**src/rtl/polyline_heading_curvature_defines.svh**
```systemverilog
// Assertion macros used by polyline_heading_curvature.sv.
`ifndef POLYLINE_HEADING_CURVATURE_DEFINES_SVH
`define POLYLINE_HEADING_CURVATURE_DEFINES_SVH

// Checked on every rising edge outside reset.
`define PHC_ASSERT(lbl, prop, msg) \
  lbl: assert property (@(posedge clk) disable iff (rst) prop) else $error(msg);

// Checked on every rising edge, reset included.
`define PHC_ASSERT_ALWAYS(lbl, prop, msg) \
  lbl: assert property (@(posedge clk) prop) else $error(msg);

`endif

```
**src/rtl/phc_pkg.sv**
```systemverilog
`default_nettype none
package phc_pkg;

  localparam int HALF_PI_Q    = 12868;
  localparam int PI_Q         = 25736;
  localparam int TWO_PI_Q     = 51472;
  localparam int CORDIC_STEPS = 14;

  typedef struct packed {
    logic signed [31:0] curvature;
    logic               invalid;
  } curv_res_t;

  function automatic logic signed [16:0] atan_q(input logic [3:0] i);
    logic signed [16:0] a;
    case (i)
      4'd0:    a = 17'sd6434;
      4'd1:    a = 17'sd3798;
      4'd2:    a = 17'sd2007;
      4'd3:    a = 17'sd1019;
      4'd4:    a = 17'sd511;
      4'd5:    a = 17'sd256;
      4'd6:    a = 17'sd128;
      4'd7:    a = 17'sd64;
      4'd8:    a = 17'sd32;
      4'd9:    a = 17'sd16;
      4'd10:   a = 17'sd8;
      4'd11:   a = 17'sd4;
      4'd12:   a = 17'sd2;
      4'd13:   a = 17'sd1;
      default: a = 17'sd0;
    endcase
    return a;
  endfunction

  // Brings an angle difference into (-pi, pi]; one step always suffices here.
  function automatic logic signed [15:0] wrap_q(input logic signed [17:0] d);
    logic signed [17:0] r;
    if (d > 18'(PI_Q)) begin
      r = d - 18'(TWO_PI_Q);
    end else if (d <= -18'(PI_Q)) begin
      r = d + 18'(TWO_PI_Q);
    end else begin
      r = d;
    end
    return r[15:0];
  endfunction

endpackage
`default_nettype wire

```
**src/rtl/polyline_heading_curvature.sv**
```systemverilog
`default_nettype none
// Channel   Direction  Payload
// s_axis    in         tdata: center_x, center_y; tlast: last_point
// m_axis    out        tdata: heading, curvature; tuser: invalid; tlast: last_result
// cfg       in         cfg_index selects start_heading (0) or end_heading (1)
// An inner point keeps the block busy while it is taken in (S_IDLE, S_FIRST), through 14
// CORDIC iterations, a launch (S_C1), the curvature unit (two squarings on one multiplier,
// 32 square-root steps, 31 division steps, a result step) and the loading of the output.
// A last point runs the curvature unit twice; a first point needs no CORDIC or curvature
// work, and a zero or very long span skips the curvature unit's squaring, root and division
// steps. Reset is synchronous and leaves the block ready with an empty run. A stalled result
// waits in the output register and stops the sequencer.
`include "polyline_heading_curvature_defines.svh"
module polyline_heading_curvature
  import phc_pkg::*;
(
  input  wire logic        clk,
  input  wire logic        rst,
  input  wire logic        s_tvalid,
  output logic             s_tready,
  input  wire logic [63:0] s_tdata,  // center_x, center_y
  input  wire logic        s_tlast,
  output logic             m_tvalid,
  input  wire logic        m_tready,
  output logic [47:0]      m_tdata,  // heading, curvature
  output logic             m_tuser,  // invalid
  output logic             m_tlast,
  input  wire logic        cfg_valid,
  output logic             cfg_ready,
  input  wire logic        cfg_index,
  input  wire logic [15:0] cfg_data
);

  typedef enum logic [2:0] {
    S_IDLE, S_FIRST, S_CORD, S_C1, S_CURV1, S_EMIT1, S_C2, S_CURV2
  } state_t;

  localparam logic [1:0] PS_NONE = 2'd0;
  localparam logic [1:0] PS_ONE  = 2'd1;
  localparam logic [1:0] PS_MORE = 2'd2;
  localparam logic       REG_START = 1'b0;

  state_t             state;
  logic signed [15:0] start_heading;
  logic signed [15:0] end_heading;
  logic signed [31:0] px;
  logic signed [31:0] py;
  logic               lastp;
  logic signed [31:0] prev_x;
  logic signed [31:0] prev_y;
  logic signed [31:0] older_x;
  logic signed [31:0] older_y;
  logic signed [15:0] older_heading;
  logic [1:0]         points_seen;
  logic signed [15:0] h;
  logic               emit2;

  logic signed [32:0] dx;
  logic signed [32:0] dy;
  logic signed [32:0] ox;
  logic signed [32:0] oy;
  logic               cord_start;
  logic               cord_done;
  logic signed [15:0] cord_heading;
  logic               curv_start;
  logic               curv_done;
  curv_res_t          curv_res;
  logic signed [15:0] base;
  logic signed [15:0] dh;
  logic signed [32:0] span_x;
  logic signed [32:0] span_y;
  logic               out_free;
  logic               emit_now;

  assign dx = {px[31], px} - {prev_x[31], prev_x};
  assign dy = {py[31], py} - {prev_y[31], prev_y};
  assign ox = {px[31], px} - {older_x[31], older_x};
  assign oy = {py[31], py} - {older_y[31], older_y};

  assign base       = (points_seen == PS_ONE) ? start_heading : older_heading;
  assign cord_start = (state == S_FIRST) && (points_seen != PS_NONE);
  assign curv_start = (state == S_C1) || (state == S_C2);
  assign out_free   = !m_tvalid || m_tready;
  assign emit_now   = out_free &&
                      (((state == S_FIRST) && (points_seen == PS_NONE) && lastp) ||
                       (state == S_EMIT1));
  assign s_tready   = (state == S_IDLE);
  assign cfg_ready  = 1'b1;

  always_comb begin
    if (state == S_C2) begin
      dh     = wrap_q({{2{end_heading[15]}}, end_heading} - {{2{h[15]}}, h});
      span_x = dx;
      span_y = dy;
    end else begin
      dh     = wrap_q({{2{h[15]}}, h} - {{2{base[15]}}, base});
      span_x = (points_seen == PS_ONE) ? dx : ox;
      span_y = (points_seen == PS_ONE) ? dy : oy;
    end
  end

  phc_cordic u_cordic (
    .clk     (clk),
    .rst     (rst),
    .start   (cord_start),
    .dx      (dx),
    .dy      (dy),
    .done    (cord_done),
    .heading (cord_heading)
  );

  phc_curv u_curv (
    .clk   (clk),
    .rst   (rst),
    .start (curv_start),
    .dh    (dh),
    .dx    (span_x),
    .dy    (span_y),
    .done  (curv_done),
    .res   (curv_res)
  );

  always_ff @(posedge clk) begin
    if (rst) begin
      start_heading <= '0;
      end_heading   <= '0;
    end else if (cfg_valid) begin
      if (cfg_index == REG_START) begin
        start_heading <= cfg_data;
      end else begin
        end_heading <= cfg_data;
      end
    end
  end

  always_ff @(posedge clk) begin
    if (rst) begin
      state       <= S_IDLE;
      points_seen <= PS_NONE;
      m_tvalid    <= 1'b0;
      prev_x      <= '0;
      prev_y      <= '0;
      older_x     <= '0;
      older_y     <= '0;
      older_heading <= '0;
    end else begin
      m_tvalid <= emit_now || (m_tvalid && !m_tready);
      case (state)
        S_IDLE: begin
          if (s_tvalid) begin
            px    <= s_tdata[31:0];
            py    <= s_tdata[63:32];
            lastp <= s_tlast;
            state <= S_FIRST;
          end
        end
        S_FIRST: begin
          if (points_seen != PS_NONE) begin
            state <= S_CORD;
          end else if (!lastp) begin
            prev_x      <= px;
            prev_y      <= py;
            points_seen <= PS_ONE;
            state       <= S_IDLE;
          end else if (out_free) begin
            m_tdata  <= '0;
            m_tuser  <= 1'b1;
            m_tlast  <= 1'b1;
            state    <= S_IDLE;
          end
        end
        S_CORD: begin
          if (cord_done) begin
            h     <= cord_heading;
            state <= S_C1;
          end
        end
        S_C1: begin
          emit2 <= 1'b0;
          state <= S_CURV1;
        end
        S_C2: begin
          emit2 <= 1'b1;
          state <= S_CURV2;
        end
        S_CURV1, S_CURV2: begin
          if (curv_done) begin
            state <= S_EMIT1;
          end
        end
        S_EMIT1: begin
          if (out_free) begin
            m_tdata  <= {curv_res.curvature, h};
            m_tuser  <= curv_res.invalid;
            m_tlast  <= emit2;
            if (emit2) begin
              points_seen <= PS_NONE;
              state       <= S_IDLE;
            end else if (lastp) begin
              state <= S_C2;
            end else begin
              older_x       <= prev_x;
              older_y       <= prev_y;
              older_heading <= h;
              prev_x        <= px;
              prev_y        <= py;
              points_seen   <= PS_MORE;
              state         <= S_IDLE;
            end
          end
        end
        default: state <= S_IDLE;
      endcase
    end
  end

  `PHC_ASSERT(a_busy_after_accept, (s_tvalid && s_tready) |=> !s_tready, "ready after accept")
  `PHC_ASSERT(a_points_code, points_seen != 2'd3, "bad point count")
  `PHC_ASSERT(a_heading_range, m_tvalid |-> ($signed(m_tdata[15:0]) <= 16'sd25736 && $signed(m_tdata[15:0]) >= -16'sd25736), "heading out of range")

endmodule
`default_nettype wire

```
**src/rtl/phc_cordic.sv**
```systemverilog
`default_nettype none
module phc_cordic
  import phc_pkg::*;
(
  input  wire logic               clk,
  input  wire logic               rst,
  input  wire logic               start,
  input  wire logic signed [32:0] dx,
  input  wire logic signed [32:0] dy,
  output logic                    done,
  output logic signed [15:0]      heading
);

  logic signed [35:0] x;
  logic signed [35:0] y;
  logic signed [16:0] z;
  logic [3:0]         cnt;
  logic               busy;
  logic               zero_vec;
  logic signed [35:0] dx_w;
  logic signed [35:0] dy_w;
  logic signed [35:0] xs;
  logic signed [35:0] ys;

  assign dx_w = {{3{dx[32]}}, dx};
  assign dy_w = {{3{dy[32]}}, dy};
  assign xs   = x >>> cnt;
  assign ys   = y >>> cnt;

  always_ff @(posedge clk) begin
    if (rst) begin
      busy <= 1'b0;
      cnt  <= '0;
      done <= 1'b0;
    end else if (start) begin
      done     <= 1'b0;
      busy     <= 1'b1;
      cnt      <= '0;
      zero_vec <= (dx == '0) && (dy == '0);
      if (dx < 0) begin
        if (dy >= 0) begin
          x <= dy_w;
          y <= -dx_w;
          z <= 17'(HALF_PI_Q);
        end else begin
          x <= -dy_w;
          y <= dx_w;
          z <= -17'(HALF_PI_Q);
        end
      end else begin
        x <= dx_w;
        y <= dy_w;
        z <= '0;
      end
    end else if (busy) begin
      if (y > 0) begin
        x <= x + ys;
        y <= y - xs;
        z <= z + atan_q(cnt);
      end else begin
        x <= x - ys;
        y <= y + xs;
        z <= z - atan_q(cnt);
      end
      done <= (cnt == 4'(CORDIC_STEPS - 1));
      if (cnt == 4'(CORDIC_STEPS - 1)) begin
        busy <= 1'b0;
      end
      cnt <= cnt + 4'd1;
    end else begin
      done <= 1'b0;
    end
  end

  always_comb begin
    if (zero_vec) begin
      heading = '0;
    end else if (z > 17'(PI_Q)) begin
      heading = 16'(PI_Q);
    end else if (z < -17'(PI_Q)) begin
      heading = -16'(PI_Q);
    end else begin
      heading = z[15:0];
    end
  end

endmodule
`default_nettype wire

```
**src/rtl/phc_curv.sv**
```systemverilog
`default_nettype none
module phc_curv
  import phc_pkg::*;
(
  input  wire logic               clk,
  input  wire logic               rst,
  input  wire logic               start,
  input  wire logic signed [15:0] dh,
  input  wire logic signed [32:0] dx,
  input  wire logic signed [32:0] dy,
  output logic                    done,
  output curv_res_t               res
);

  typedef enum logic [2:0] {S_IDLE, S_SQX, S_SQY, S_SUM, S_SQRT, S_DIV, S_FIN} state_t;

  state_t             state;
  logic [32:0]        ax;
  logic [32:0]        ay;
  logic [30:0]        a;
  logic [30:0]        b;
  logic [30:0]        mop;
  logic [63:0]        p;
  logic [63:0]        q;
  logic [63:0]        root;
  logic [63:0]        bitv;
  logic [63:0]        trial;
  logic [4:0]         cnt;
  logic [30:0]        num;
  logic [32:0]        rem;
  logic [32:0]        rem2;
  logic [31:0]        quo;
  logic               neg;
  logic               short_span;
  logic signed [31:0] quo_s;

  assign ax         = dx[32] ? 33'(-dx) : 33'(dx);
  assign ay         = dy[32] ? 33'(-dy) : 33'(dy);
  assign short_span = (ax == '0 && ay == '0) || ax[32:31] != '0 || ay[32:31] != '0;
  assign mop        = (state == S_SQX) ? a : b;
  assign trial      = root + bitv;
  assign rem2       = {rem[31:0], num[30]};

  always_comb begin
    quo_s = neg ? -$signed(quo) : $signed(quo);
  end

  always_ff @(posedge clk) begin
    if (rst) begin
      state <= S_IDLE;
      done  <= 1'b0;
    end else begin
      done <= ((state == S_IDLE) && start && short_span) || (state == S_FIN);
      case (state)
        S_IDLE: begin
          if (start) begin
            a   <= ax[30:0];
            b   <= ay[30:0];
            neg <= dh[15];
            num <= {dh[15] ? 15'(-dh) : dh[14:0], 16'd0} >> 2;
            if (ax == '0 && ay == '0) begin
              res <= '{curvature: '0, invalid: 1'b1};
            end else if (ax[32:31] != '0 || ay[32:31] != '0) begin
              res <= '{curvature: '0, invalid: 1'b0};
            end else begin
              state <= S_SQX;
            end
          end
        end
        S_SQX: begin
          p     <= mop * mop;
          state <= S_SQY;
        end
        S_SQY: begin
          q     <= p;
          p     <= mop * mop;
          state <= S_SUM;
        end
        S_SUM: begin
          q     <= q + p;
          root  <= '0;
          bitv  <= 64'd1 << 62;
          cnt   <= '0;
          state <= S_SQRT;
        end
        S_SQRT: begin
          if (q >= trial) begin
            q    <= q - trial;
            root <= (root >> 1) + bitv;
          end else begin
            root <= root >> 1;
          end
          bitv <= bitv >> 2;
          cnt  <= cnt + 5'd1;
          if (cnt == 5'd31) begin
            rem   <= '0;
            quo   <= '0;
            state <= S_DIV;
          end
        end
        S_DIV: begin
          if (rem2 >= {1'b0, root[31:0]}) begin
            rem <= rem2 - {1'b0, root[31:0]};
            quo <= {quo[30:0], 1'b1};
          end else begin
            rem <= rem2;
            quo <= {quo[30:0], 1'b0};
          end
          num <= num << 1;
          cnt <= cnt + 5'd1;
          if (cnt == 5'd30) begin
            state <= S_FIN;
          end
        end
        S_FIN: begin
          res   <= '{curvature: quo_s, invalid: 1'b0};
          state <= S_IDLE;
        end
        default: state <= S_IDLE;
      endcase
    end
  end

endmodule
`default_nettype wire

```
**config.mk**
```make
export PLATFORM = sky130hd
export DESIGN_NAME = polyline_heading_curvature
export DESIGN_NICKNAME = d
export VERILOG_FILES = /design/src/rtl/phc_pkg.sv /design/src/rtl/polyline_heading_curvature.sv /design/src/rtl/phc_cordic.sv /design/src/rtl/phc_curv.sv
export VERILOG_INCLUDE_DIRS = /design/src /design/src/rtl
export SDC_FILE = /design/constraint.sdc
export NUM_CORES = 2
export LEC_CHECK = 0
export BUFFER_PORTS_ARGS = -buffer_cell sky130_fd_sc_hd__buf_4
export CAP_MARGIN = 15
export CORE_MARGIN = 4
export CORE_UTILIZATION = 50
export DETAILED_ROUTE_END_ITERATION = 12
export PLACE_DENSITY = 0.67
export SYNTH_ARGS = -nofsm -noshare
export SYNTH_HDL_FRONTEND = slang
export SYNTH_SLANG_ARGS = --single-unit
```
**constraint.sdc**
```tcl
create_clock -name clk -period 12.7 [get_ports clk]
set_input_delay 1.27 -clock clk [delete_from_list [all_inputs] [get_ports clk]]
set_output_delay 1.27 -clock clk [all_outputs]
set_load 0.02 [all_outputs]
```
# After elaboration in Yosys (flattened, before gate mapping)
# Memory sizes are Yosys's and may differ from the RTL's. A register that Yosys moved wholly into a read port is not among the register bits.
# Index checks and enable logic that the tools add are counted.
[op_classes] div_mod_pow=0 muxes=110 reduce_logical=66 shift=2 n_lt_le_gt_ge=11 n_eq_ne=35 n_addsub=29 mul=1 bitwise=5
[ops] cell="$mux 32" count=12
[ops] cell="$mux 36" count=10
[ops] cell="$mux 33" count=9
[ops] cell="$pmux 32 s2" count=4
[ops] cell="$pmux 64 s2" count=2
[ops] cell="$mux 17" count=13
[ops] cell="$mux 48" count=4
[ops] cell="$pmux 64 s3" count=1
[ops] cell="$logic_not 33->1" count=4
[ops] cell="$sub 32x32->33" count=4
[ops] cell="$mux 64" count=2
[ops] cell="$mux 16" count=7
[ops] cell="$pmux 48 s2" count=1
[ops] cell="$add 36x36->36" count=2
[ops] cell="$neg 33->36" count=2
[ops] cell="$sshr 36x4->36" count=2
[ops] cell="$sub 36x36->36" count=2
[ops] cell="$neg 33->33" count=2
[ops] cell="$pmux 33 s2" count=1
[ops] cell="$add 63x64->64" count=1
[ops] cell="$add 64x62->64" count=1
[ops] cell="$add 64x64->64" count=1
[ops] cell="$ge 64x64->1" count=1
[ops] cell="$sub 64x64->64" count=1
[ops] cell="other kinds (55)" count=170
[word_totals] romBits=416 n_memories=2 mem_bits_rw=0 inputBits=87 output_inout_bits=53 latch_bits=0 reg_bits=864 elab_cells=303
[memory_table] name="(no name shown)" words=16 width=13 rd=1 rd_ports_with_merged_regs=1 write_ports=0 line="phc_pkg.sv:16" source="case (i)"
[memory_table] name="(no name shown)" words=16 width=13 rd=1 rd_ports_with_merged_regs=1 write_ports=0 line="phc_pkg.sv:16"

# Longest topological paths before layout
[depth] depth_word=11 depth_mapped=39

# Modules after synthesis
# A second synthesis with hierarchy kept.
[hier_totals] hier_cells=11056 area_unflattened_um2=96287.3
[modules_own_cells] mod="phc_curv" n_inst=1 area_each_um2=58102.0 cells_per_inst=6371
[modules_own_cells] mod="polyline_heading_curvature" n_inst=1 area_each_um2=21625.7 cells_per_inst=2658
[modules_own_cells] mod="phc_cordic" n_inst=1 area_each_um2=16559.6 cells_per_inst=2027

# Least setup slack after synthesis
# Ideal clock, no wire load.
[synth_timing] path_type="input-to-reg" startpoint="in rst" endpoint="reg m_tdata[0] (enable)" path_stages=2 setup_time_ns=0.727 path_slack_ns=2.639 path_buffers=1 arrival_time_ns=9.335 path_cell_list="clkbuf_1 -> a2111oi_0"
[synth_between] elab_chain_len=2
[synth_lines] element="start, declared" line="polyline_heading_curvature.sv:18" source="input wire logic rst,"
[synth_lines] element="$not 1->1 (no source line)"
[synth_lines] element="$reduce_and 6->1 (no source line)"
[synth_lines] element="end signal, assigned" line="polyline_heading_curvature.sv:193" source="m_tdata <= {curv_res.curvature, h};"
[synth_lines] element="end, declared" line="polyline_heading_curvature.sv:25" source="output logic [47:0] m_tdata,"
# No other way between the ends.
# A chain may end at the register's enable or synchronous reset.

# Final worst setup path
[layout_timing] startpoint="reg u_curv.state[2]" endpoint="reg u_curv.p[59] (data pin)"
[layout_between] elab_chain_len=3
[layout_lines] element="start, declared" line="phc_curv.sv:17" source="state_t state;"
[layout_lines] element="start signal, assigned" line="phc_curv.sv:50" source="state <= S_IDLE;"
[layout_lines] element="start signal, assigned" line="phc_curv.sv:66" source="state <= S_SQX;"
[layout_lines] element="start signal, assigned" line="phc_curv.sv:72" source="state <= S_SQY;"
[layout_lines] element="$eq 3x1->1" line="phc_curv.sv:40, phc_curv.sv:54"
[layout_lines] element="$mux 31" line="phc_curv.sv:40" source="assign mop = (state == S_SQX) ? a : b;"
[layout_lines] element="$mul 31x31->62" line="phc_curv.sv:71, phc_curv.sv:76"
[layout_lines] element="end signal, assigned" line="phc_curv.sv:71" source="p <= mop * mop;"
[layout_lines] element="end signal, assigned" line="phc_curv.sv:76" source="p <= mop * mop;"
[layout_lines] element="end, declared" line="phc_curv.sv:23" source="logic [63:0] p;"
# No other way between the ends.

==> metrics.csv <==
stage;metric;value;unit
critical_path;CP max stage delay;0.89;ns
place;HPWL after DPL;231;mm
final_layout;share of layout cells above drive strength 1;0.0633;
global_route;grt ovf;0;
clock_tree;Clk pin slew, worst setup/hold paths;0.08;ns
synth;Netlist Area Pre-Place;95600;sq um
power;Pleak;43.9;nW
synth;Most used DFF post-synth;edfxtp_1;
timing;# setup viols final;0;
synth;Netlist cell types;118;
die;I/O pin count;140;
die;die area;198000;sq um
global_route;Total GRT Usage;0.291;
synth;syn_nets;12509;
route;DRC Markers;0;
synth;Synthesis Warnings;0;
timing;fmax;0.0851;GHz
die;height of the die;445;microns
die;Die X-Extent;445;microns
clock_tree;CTS Buf Count;99;
critical_path;crit-path max FO;23;
worst_hold_path;Worst Hold Class;reg -> reg;
global_route;largest net degree at the start of global routing;83;
critical_path;Worst Setup End Kind;flop;
clock_tree;TritonCTS clock tree;done;
critical_path;CP arrival;12.25;ns
critical_path;Top Family by Delay on Critical Path;adder cells;
route;routed wire length;296;mm
critical_path;worst path required time;13.20;ns
timing;min Tclk post-route;11.74;ns
power;worst vdd ir;0.120;mV
clock_tree;post-cts sizing count;0;
critical_path;CP startpoint kind;flop;
route;Final ANT Viol Nets;0;
timing;fin crit share;0.925;
final_layout;Storage cell area;22900;sq um
place;routability cong.;0.999;
route;WL per Instance;22.0;microns
clock_tree;Clock Latency Late Sink;0.79;ns
global_route;vias in the first global route;79737;
final_layout;post-layout util;0.539;
global_route;first-pass GRT wire length;457;mm
route;DRT iter0 DRCs;6968;
clock_tree;postcts setup bufs;0;
place;number of port buffers;138;
final_layout;footprint of the multi-input gates;66300;sq um
timing;Fin Setup TNS;0;ns
critical_path;Crit Path Class;reg -> reg;
final_layout;Area growth, synth to finish;7.24;%
route;total number of vias;81093;
critical_path;CP max stage cell;mux2_2;
timing;Slew headroom;0.155;
synth;Post-synth EDFFs;625;
outcome;status;completed;
clock_tree;Sink Count;830;
run;max-cap check violation count;0;
synth;Post-Synthesis Mean Instance Area;8.76;sq um
timing;RSZ-0062 raised after global routing;false;
synth;Yosys reg bits;830;
final_layout;FILL cells;17432;
place;Post-Place Cells;13225;
synth;ys async rst share;0;
die;# rows;160;
die;core area;190000;sq um
timing;max-slew violations;0;
critical_path;Worst Path Buf+Inv;7;
route;drt first pass iters;6;
critical_path;most frequent CP cell;fa_1;
clock_tree;Max Root-Sink Buffers;3;
timing;WHS;0.450;ns
timing;Slew @ Worst Pin;1.25;ns
global_route;initial antenna violation count;4;
final_layout;non-filler cells, final;13415;
timing;Hold Vio Cnt, Final;0;
final_layout;Final nets;12418;
clock_tree;root buf cell;clkbuf_16;
synth;synthesized netlist cell count;10910;
die;Initial Utilization;0.503;
clock_tree;htree depth;3;
synth;Seq/Total Area, Yosys;0.239;
route;drt via density;6.04;
power;P per Cell Area;83.7;nW/um^2
timing;clk_skew;0.0367;ns
clock_tree;post-cts hold buffer count;0;
[routing by layer]
layer  vias up  part of all wire  global-route usage
met3       648             0.067              0.0381
li1      37595                 -                   -
met2      3132              0.46               0.479
met4         0             0.053               0.130
met1     39718              0.42               0.386
met5         -                 0                   0
[synth_stat cells, types with 48 or more instances]
cell type  count  share of area
nor3_1       177         0.0093
nand2b_1      86         0.0056
mux2i_1      156          0.016
nand4_1       86         0.0056
o211ai_1      78         0.0061
o21bai_1      79         0.0062
nand2_1     1213          0.048
fa_1         759           0.16
or3_1         74         0.0048
a211oi_1      98         0.0077
o31ai_1       63         0.0049
o21a_1        84         0.0066
xnor2_1      455          0.042
xor2_1       314          0.029
a21oi_1      758          0.040
a31oi_1      134         0.0088
dfxtp_1      205          0.043
nand3_1      174         0.0091
and2_1        68         0.0044
mux4_2        66          0.016
clkbuf_1     354          0.014
nor2_1       913          0.036
inv_1       1292          0.051
o21ai_0      525          0.027
a21o_1       219          0.017
ha_1         753          0.099
and3_1       188          0.012
nor2b_1       89         0.0058
mux2_2        48         0.0057
edfxtp_1     625           0.20
[flip-flops by register name, summed over array words and instances, names as in the netlist, 33 cells and up, named ones only]
signal and cells:
m_tdata 48, u_cordic.x 36, u_cordic.y 36, u_curv.p 61
u_curv.q 64, u_curv.res 33, u_curv.root 64
[cell families after synthesis]
| group | share of synthesized area |
|---|---|
| buf+inv | 0.0691 |
| xor+xnor | 0.0706 |
| fa+ha+maj | 0.257 |
| simple gates | 0.157 |
| other cells | 0.0000392 |
| flops | 0.239 |
| mux | 0.0376 |
| compound gates | 0.169 |
[worst register-to-register path, delay by kind of cell (launching register included)]
family | cells | cell delay, ns
AOI/OAI and AO/OA | 12 | 3.58
xor gates and xnor gates | 1 | 0.15
adders and majority gates | 9 | 4.26
buffers and inverters | 7 | 1.43
DFF | 1 | 0.37
muxes | 1 | 0.92
and+or+nand+nor | 4 | 0.74
[cells in the final DEF (no fill, tap or decap), drive strengths merged, types with 89 or more instances in the layout]
master / n
ha: 753
clkbuf: 134
nor2b: 89
nor3: 180
o21ai: 546
mux2i: 156
a21oi: 760
fa: 759
dfxtp: 205
nand3: 177
inv: 1306
buf: 249
a21o: 219
edfxtp: 625
nand2: 1214
a211oi: 106
xnor2: 455
and3: 189
xor2: 315
a31oi: 134
nor2: 913
[cell type report]
type | count | area share
antenna | 1 | 0.0000244
clock buffer | 133 | 0.0274
clock inverter | 52 | 0.00582
inverter | 1300 | 0.0476
multi-input combinational | 8338 | 0.647
sequential | 830 | 0.223
tap | 2511 | 0.0306
timing repair buffer | 250 | 0.0185
[report_power, final]
part           internal, W  switching, W  leakage, nW
clock network      0.00170       0.00129         1.66
logic             0.000925       0.00158         34.8
registers          0.00303     0.0000581         7.39
total              0.00566       0.00293         43.9
[per-stage QoR]
step                cell area, sq um  setup slack (ns)  power, W
finish                        103000             0.956   0.00859
global route                  103000             0.464   0.00896
CTS                           102000              1.07   0.00860
detailed placement             99100              1.08   0.00559
global placement               99100              1.23   0.00555
floorplan                      95600              2.64   0.00482
[final timing paths]
| check | startpoint | to | slack (ns) | cells past startpoint |
|---|---|---|---|---|
| max | u_curv.state[2] | u_curv.p[59] | 0.96 | 34 |
| min | prev_y[13] | older_y[13] | 0.45 | 2 |
| min reg2reg | prev_y[13] | older_y[13] | 0.45 | 2 |
| max reg2reg | u_curv.state[2] | u_curv.p[59] | 0.96 | 34 |
Note: power is estimated with default switching activity, not from simulation.
